### src/rtl/core/ffha_pkg.sv
`timescale 1ns / 1ps
package ffha_pkg;

  localparam int FREE_SLOTS_DEF = 64;
  localparam logic [31:0] HDR_BYTES = 32'd8;
  localparam logic [24:0] MIN_BLOCK = 25'd16;
  localparam logic [31:0] HEAP_BASE_RST = 32'd1048576;
  localparam logic [31:0] HEAP_LIMIT_RST = 32'd16777216;
  localparam logic [11:0] PAGE_MASK = 12'hFFF;

  // request modes
  localparam logic [1:0] MODE_ALLOC = 2'd0;
  localparam logic [1:0] MODE_PAGE = 2'd1;
  localparam logic [1:0] MODE_PHYS = 2'd2;
  localparam logic [1:0] MODE_FREE = 2'd3;

  // result status
  localparam logic [1:0] ST_OK = 2'd0;
  localparam logic [1:0] ST_OOM = 2'd1;
  localparam logic [1:0] ST_IGNORED = 2'd2;
  localparam logic [1:0] ST_FULL = 2'd3;

  // configuration register indexes
  localparam logic CFG_HEAP_BASE = 1'b0;
  localparam logic CFG_HEAP_LIMIT = 1'b1;

  typedef struct packed {
    logic [1:0]  mode;
    logic [23:0] request_size;
    logic [31:0] block_addr;
    logic [24:0] block_size;
  } in_item_t;

  typedef struct packed {
    logic [31:0] user_addr;
    logic [31:0] header_addr;
    logic [24:0] recorded_size;
    logic [1:0]  status;
  } out_item_t;

  typedef struct packed {
    logic [31:0] addr;
    logic [24:0] size;
  } entry_t;

  typedef enum logic [1:0] {
    CELL_HOLD,
    CELL_PUSH,
    CELL_SHIFT,
    CELL_ROTATE
  } cell_op_t;

  typedef struct packed {
    cell_op_t op;
    logic     is_last;
  } cell_ctl_t;

endpackage

### src/rtl/core/ffha_cell.sv
`timescale 1ns / 1ps
module ffha_cell (
  input  logic               clk,
  input  ffha_pkg::cell_ctl_t ctl,
  input  ffha_pkg::entry_t   prv,
  input  ffha_pkg::entry_t   nxt,
  input  ffha_pkg::entry_t   head,
  output ffha_pkg::entry_t   q
);
  import ffha_pkg::*;

  // one table slot: takes a neighbor's entry, takes the head when it is the last cell in a rotation, or holds
  always_ff @(posedge clk) begin
    case (ctl.op)
      CELL_PUSH:   q <= prv;
      CELL_SHIFT:  q <= nxt;
      CELL_ROTATE: q <= ctl.is_last ? head : nxt;
      default:     q <= q;
    endcase
  end
endmodule

### config.mk
export PLATFORM = sky130hd
export DESIGN_NAME = ffha_cell
export DESIGN_NICKNAME = d
export VERILOG_FILES = /design/src/rtl/core/ffha_pkg.sv /design/src/rtl/core/ffha_cell.sv
export SDC_FILE = /design/constraint.sdc
export NUM_CORES = 1
export LEC_CHECK = 0
export BUFFER_PORTS_ARGS = -buffer_cell sky130_fd_sc_hd__buf_4
export CAP_MARGIN = 0
export CORE_AREA = 2 2 102 104
export CTS_CLUSTER_DIAMETER = 100
export DETAILED_ROUTE_END_ITERATION = 6
export DIE_AREA = 0 0 104 106
export GPL_ROUTABILITY_DRIVEN = 0
export HOLD_SLACK_MARGIN = 0.02
export PLACE_DENSITY = 0.73
export REMOVE_ABC_BUFFERS = 1
export SLEW_MARGIN = 10
export SYNTH_ARGS = -nofsm -noshare
export SYNTH_HDL_FRONTEND = slang
export SYNTH_SLANG_ARGS = --single-unit
export TNS_END_PERCENT = 20
### constraint.sdc
create_clock -name clk -period 4.46 [get_ports clk]
set_clock_uncertainty 0.05 [all_clocks]
set_input_delay 0.223 -clock clk [delete_from_list [all_inputs] [get_ports clk]]
set_output_delay 0.223 -clock clk [all_outputs]
set_load 0.02 [all_outputs]
After elaboration in Yosys (flattened, before gate mapping)
Cells that the tools add are included.
{"block": "op_classes", "eq_ne": 3, "muxes": 2, "reduce_logical": 1}
{"cell": "$pmux W57 S3", "count": 1}
{"cell": "$mux W57", "count": 1}
{"cell": "$eq A2 B2 Y1 const B", "count": 2}
{"cell": "$reduce_bool A3 Y1", "count": 1}
{"cell": "$eq A2 B1 Y1 const B", "count": 1}
{"block": "word_totals", "reg_bits": 57, "inputBits": 175, "out_inout_bits": 57, "wordCells": 8}

Logic depth before layout (Yosys ltp)
Gate-level depths: netlist (run 1).
{"block": "logic_depth", "ltp_word": 2, "ltp_mapped": 5, "depth_no_buf": 2}

Least setup slack after synthesis (run 1)
Ideal clock, no wire load.
{"block": "synth_timing", "kind": "input -> register", "start": "in ctl[1] (netlist bit)", "end": "reg q[0] (netlist bit) (enable)", "setup_time_ps": 390, "arrival_time_ps": 1357, "required_time_ps": 4020, "setup_slack_ps": 2663, "cell_stages": 4, "path_buffers": 3, "path_cell_list": "buf_2 > buf_6 > buf_6 > or2_2"}
{"block": "synth_via", "elab_chain_cells": 2, "elab_cells_between_ends": 4, "classes_between": "eq/ne (3); reduce/logical (1)"}
{"element": "from (decl)", "line": "ffha_cell.sv:4", "source": "input ffha_pkg::cell_ctl_t ctl,"}
{"element": "$eq A2 B2 Y1 / $eq A2 B1 Y1 (equally long branches)", "line": "ffha_cell.sv:14", "source": "case (ctl.op)"}
{"element": "$reduce_bool A3 Y1 (no source line) *"}
{"element": "to (signal assigned)", "line": "ffha_cell.sv:15", "source": "CELL_PUSH: q <= prv;"}
{"element": "to (signal assigned)", "line": "ffha_cell.sv:16", "source": "CELL_SHIFT: q <= nxt;"}
{"element": "to (signal assigned)", "line": "ffha_cell.sv:17", "source": "CELL_ROTATE: q <= ctl.is_last ? head : nxt;"}
{"element": "to (decl)", "line": "ffha_cell.sv:8", "source": "output ffha_pkg::entry_t q"}
Every way passes the cells marked *; elsewhere a longest branch is shown, timed or not.
A chain may end at the register's enable or synchronous reset.

Worst setup path in the final report (run 1)
{"block": "layout_timing", "start": "in ctl[2] (netlist bit)", "end": "reg q[37] (netlist bit) (enable)"}
The elaborated chain is that of the path after synthesis.

==> summary.md, run 1 <==
| Metric | Value |
|---|---|
| Achievable Freq | 0.450 GHz |
| Vias | 3327 |
| Hold Crit Class | in -> reg |
| Unique masters post-synth | 11 |
| Critical setup path kind | in -> reg |
| 1st-iter DRT viols | 203 |
| Internal cell power | 1090 uW |
| Critical Path RT | 4.38 ns |
| Pwr Density | 290 nW/um2 |
| Sink Count | 57 |
| WL final | 9720 um |
| CP delay by family, top | buffers and inverters |
| Vias per inst | 4.97 |
| Final Hold Fails | 0 |
| DPL Wire Length | 7020 um |
| Status | finished, final reports clean |
| Switch share | 28.0% |
| Maximum number of pins on one net before global-route repair | 116 |
| Peak VDD IR | 0.116 mV |
| Htree depth | 3 |
| ANT cells | 0 |
| CP cell instances | buf_4 -> or2_2 -> buf_4 |
| Most frequent cells in the layout | 233 x buf_4, 57 x nand3_1, 57 x nor2_1, 57 x a31oi_1, 57 x edfxtp_1 |
| Die X | 104 um |
| Fin area | 5210 um2 |
| Post-Syn Area | 3370 um2 |
| Critical path endpoint category | flip-flop |
| CTS clk-pin slew, worst paths | 0.06 ns |
| Worst Path Max Fanout | 115 |
| Worst slack, placed | 1.87 ns |
| Die area | 11000 um2 |
| Cts bufs inserted | 9 |
| Vias in the first global route | 3217 |
| Hold bufs inserted after CTS | 0 |
| I/O pin cnt | 232 |
| Ys Warns | 0 |
| Comb pwr share | 29.9% |
| CP max stage cell | buf_4 |
| Final Cycle Share | 49.8% |
| Final Non-Filler Cells | 670 |
| Routed Antenna Nets | 0 |
| Yosys reg bits | 57 |
| Final Power | 1510 uW |
| Most common cell after layout, fill and taps aside | buf_4 |
| Worst setup margin | 2.24 ns |
| Worst path depth | 3 |
| Placed insts | 655 |
| CTS tree | done |
| Number of flip-flops in the largest register | 57 |
| Crit path DAT | 2.14 ns |
| Hold_sp | prv[24] |
| RSZ-0062 raised after global routing | false |
| Slew Limit Fails | 0 |
| Sequential power share | 45.2% |
| Die Span Y | 106 um |
| Final TNS setup | 0 ns |
| Slowest stage delay, CP | 0.76 ns |
| Reg with most FFs | q |
| Final Setup Violations | 0 |
| Largest registers | q: 57 flops |
| Layout cells sized above 1 | 56.2% |
| Post-layout min period | 2.22 ns |
| CORE AREA | 10000 um2 |
| Clock Power Share | 25.0% |
| Sum of buffers and inverters on the critical path | 2 |
| Nets | 705 |
| Most common cell on crit path | buf_4 |
| Detailed Routing Iterations Pass 1 | 6 |
| Residual DRC count | 0 |
| Rows | 37 |
| First-pass GRT wire length | 15300 um |
| Area of placed instances | 5060 um2 |
| WHS Path Cells | 3 |
| Critical Path Start Type | input pin |
| Worst Setup SP | ctl[2] |
| Root Buffer | clkbuf_8 |
| Switching pwr | 423 uW |
| CTS max path bufs | 2 |
| Initial antenna violation count | 0 |
| Relative slew slack | 25.9% |
| Post-CTS sizing | 0 |
| Tightest Pin Transition | 1.11 ns |
| Mean post-synth cell area | 10.4 um2 |
| Synthesized instance count | 325 |
| Area grow syn2layout | 54.7% |
| WL/cell | 14.5 um |
| Starting Density | 33.7% |
| Post-CTS Setup Bufs | 0 |
| GRT Overall Usage | 17.2% |
| Number of buffers added on ports | 231 |
| Overflow after GRT | 0 |
| Leakage | 0.00230 uW |
| Max cap viols | 0 |
| Sequential share of the synthesized area | 50.8% |
[area by class of cell]
class | count | area [um2]
clock inverter | 6 | 26.3
clock buffer | 9 | 124
timing repair buffer | 233 | 1750
tap | 136 | 170
multi-input combinational | 229 | 1430
sequential | 57 | 1710
fill | 915 | 4790
[power groups by stage]
stage / combinational (uW) / clock, uW / sequential (uW)
2_1_floorplan: 93.4 / 0 / 778
3_3_place_gp: 445 / 0 / 692
3_5_place_dp: 455 / 0 / 694
4_1_cts: 455 / 394 / 683
5_1_grt: 482 / 421 / 689
6_report: 451 / 377 / 682
[cells in the mapped netlist, drive strengths merged]
cell     n  area share, %
or2      1           0.19
clkbuf   9            1.0
nand3   57            8.5
a21bo   57             17
edfxtp  57             51
a31oi   57             11
buf     30            5.7
nor2    57            6.3
[per-layer routing]
layer	global-route usage, %	up-vias	part of all wire (%)
met5	0	-	0
met4	6.47	0	1.7
met3	5.70	14	7.8
met2	30.7	144	52
met1	18.9	1536	39
li1	-	1633	-
[logic make-up (layout without fill, tap and decap cells)]
| kind of cell | after synthesis | in the layout | share of synthesized area [%] |
|---|---|---|---|
| and+or+nand+nor | 115 | 115 | 15.0 |
| AOI/OAI and AO/OA | 114 | 114 | 27.5 |
| DFF | 57 | 57 | 50.8 |
| buffers and inverters | 39 | 248 | 6.68 |
[per-stage QoR]
step                hold WS, ns  utilization, %
floorplan                 0.387               -
global placement          0.532            50.6
detailed placement        0.535            50.6
CTS                       0.177            52.1
global route              0.182            52.1
finish                    0.201            52.1
[worst min-delay path: stages]
cell     delay (ns)
buf_4          0.08
nor2_1         0.03
a31oi_1        0.12
[final timing paths]
kind	endpoint	slack [ns]
hold / removal	q[24]	0.20
setup / recovery	q[37]	2.24
(Power assumes the default switching activity.)
==> run 2: changes to the inputs <==
ABC_AREA = 1   (was not set)
CORE_AREA = 2 2 113 115   (was 2 2 102 104)
DIE_AREA = 0 0 115 117   (was 0 0 104 106)
PLACE_DENSITY = 0.69   (was 0.73)
clock period = 2.3 ns   (was 4.46 ns; I/O delays follow)
==> summary.md, run 2 <==
| Metric | Value |
|---|---|
| Status | finished, final reports clean |
| RSZ-0062 raised after global routing | false |
| Yosys reg bits | 57 |
| Die area | 13500 um2 |
| Mean post-synth cell area | 6.31 um2 |
| WL final | 13200 um |
| Die Span Y | 117 um |
| Htree depth | 3 |
| Most frequent cells in the layout | 302 x nand2_1, 233 x buf_4, 139 x inv_1 |
| Synth area leaders | edfxtp_1 41%, nand2_1 27%, nand3_1 13% |
| Critical Path RT | 2.32 ns |
| Post-CTS Setup Bufs | 0 |
| Final Cycle Share | 52.1% |
| Peak VDD IR | 0.272 mV |
| GRT Overall Usage | 19.5% |
| Critical path endpoint category | flip-flop |
| Post-CTS sizing | 0 |
| Layout cells sized above 1 | 28.9% |
| Cts bufs inserted | 9 |
| Max cap viols | 0 |
| Post-Syn Area | 4170 um2 |
| Vias in the first global route | 4280 |
| Reg with most FFs | q |
| Rows | 41 |
| Post-layout min period | 1.20 ns |
| I/O pin cnt | 232 |
| Xor and xnor area share after synthesis | 0% |
| ANT cells | 0 |
| Synth Area in Simple Gates | 40.0% |
| Vias | 4540 |
| Maximum number of pins on one net before global-route repair | 58 |
| Number of buffers added on ports | 231 |
| Critical setup path kind | in -> reg |
| Initial antenna violation count | 0 |
| Synthesized instance count | 661 |
| Final Setup Violations | 0 |
| Area share of the leading cell type in the synthesized netlist | 41.0% |
| Top-count cell post-synth | nand2_1 |
| Unique masters post-synth | 9 |
| 1st-iter DRT viols | 307 |
| WL/cell | 12.9 um |
| Pwr Density | 562 nW/um2 |
| Largest family of logic cells by synthesized area | simple AND/OR/NAND/NOR gates |
| Top cell type by total area after synthesis | edfxtp_1 |
| Critical Path Start Type | input pin |
| Die X | 115 um |
| Top_reg_cell synth | edfxtp_1 |
| Vias per inst | 4.42 |
| First-pass GRT wire length | 20400 um |
| Hold bufs inserted after CTS | 0 |
| Number of flip-flops in the largest register | 57 |
| Overflow after GRT | 0 |
| Mux cell area share after synthesis | 0% |
| Crit path DAT | 1.22 ns |
| Achievable Freq | 0.834 GHz |
| Routed Antenna Nets | 0 |
| Root Buffer | clkbuf_16 |
| CTS tree | done |
| Post-synth ARST share | 0% |
| Final Non-Filler Cells | 1028 |
| Final Hold Fails | 0 |
| Relative slew slack | 31.8% |
| Starting Density | 33.9% |
| CTS max path bufs | 2 |
| Final TNS setup | 0 ns |
| Placed insts | 1012 |
| Slew Limit Fails | 0 |
| DPL Wire Length | 9170 um |
| Detailed Routing Iterations Pass 1 | 4 |
| Sequential share of the synthesized area | 41.0% |
| Residual DRC count | 0 |
| Ys Warns | 0 |
| Largest registers | q: 57 flops |
| Sink Count | 57 |
| Tightest Pin Transition | 1.02 ns |
| Hold Crit Class | in -> reg |
| CORE AREA | 12300 um2 |
| Most common cell after layout, fill and taps aside | nand2_1 |
| Synth Area in Adders | 0% |
| Synth Area in Compound Gates | 0% |
| Commonest cells post-synth | 303 x nand2_1, 140 x inv_1, 106 x nand3_1 |
| Final Hold Slack | 0.0852 ns |
| Leakage | 0.00368 uW |
| Nets | 1048 |
| Area grow syn2layout | 49.8% |
| Worst Path Max Fanout | 37 |
| Post-synth EDFFs | 57 |
| CTS clk-pin slew, worst paths | 0.05 ns |
## run 2: changes by cell type after synthesis, moves of 7 or more
cell	previous run	this run
a31oi_1	57	0
a21bo_2	54	0
buf_4	4	12
nand2_1	0	303
nand3_1	57	106
clkinv_1	0	16
buf_2	21	14
inv_1	0	140
nor2_1	57	0
## run 2: cell families after synthesis
group	count (synthesis)
buffers and inverters	195
and+or+nand+nor	409
DFF	57
## run 2: power breakdown
| group | switching (uW) | leakage, uW | internal (uW) |
|---|---|---|---|
| combinational | 544 | 0.00296 | 464 |
| sequential | 33.4 | 0.000587 | 1300 |
| clock | 462 | 0.000128 | 715 |
| total | 1040 | 0.00368 | 2480 |
## run 2: layer usage
layer  track usage (%)  wire [um]
met5                 0          0
met2              34.0       6490
met3              3.81        933
met1              23.1       5510
met4              9.24        290
## run 2: final cells by class
cell class,instances,area (um2)
multi-input combinational,409,1670
timing repair buffer,237,1830
inverter,159,597
clock buffer,11,233
fill,1302,6060
clock inverter,5,22.5
tap,150,188
sequential,57,1710
## run 2: worst max-delay path, cell delays in order
cell     delay [ns]
buf_4          0.31
inv_2          0.27
buf_12         0.25
nand2_1        0.07
nand2_1        0.05
nand2_1        0.05
nand2_1        0.08
## run 2: worst paths after layout
kind / slack, ns / to / cells after the start / startpoint
worst max-delay path: 1.10 / q[49] / 7 / ctl[0]
worst min-delay path: 0.09 / q[47] / 5 / prv[47]
## run 2: metrics by stage
| step | worst slack (ns) | area [um2] | power [uW] | utilization [%] |
|---|---|---|---|---|
| 3_5_place_dp | 0.732 | 6000 | 2370 | 48.7 |
| 3_3_place_gp | 0.742 | 6000 | 2360 | 48.7 |
| 2_1_floorplan | -0.616 | 3980 | 1800 | - |
| 6_report | 1.10 | 6250 | 3520 | 50.8 |
| 5_1_grt | 0.947 | 6250 | 3700 | 50.8 |
| 4_1_cts | 1.09 | 6250 | 3560 | 50.8 |
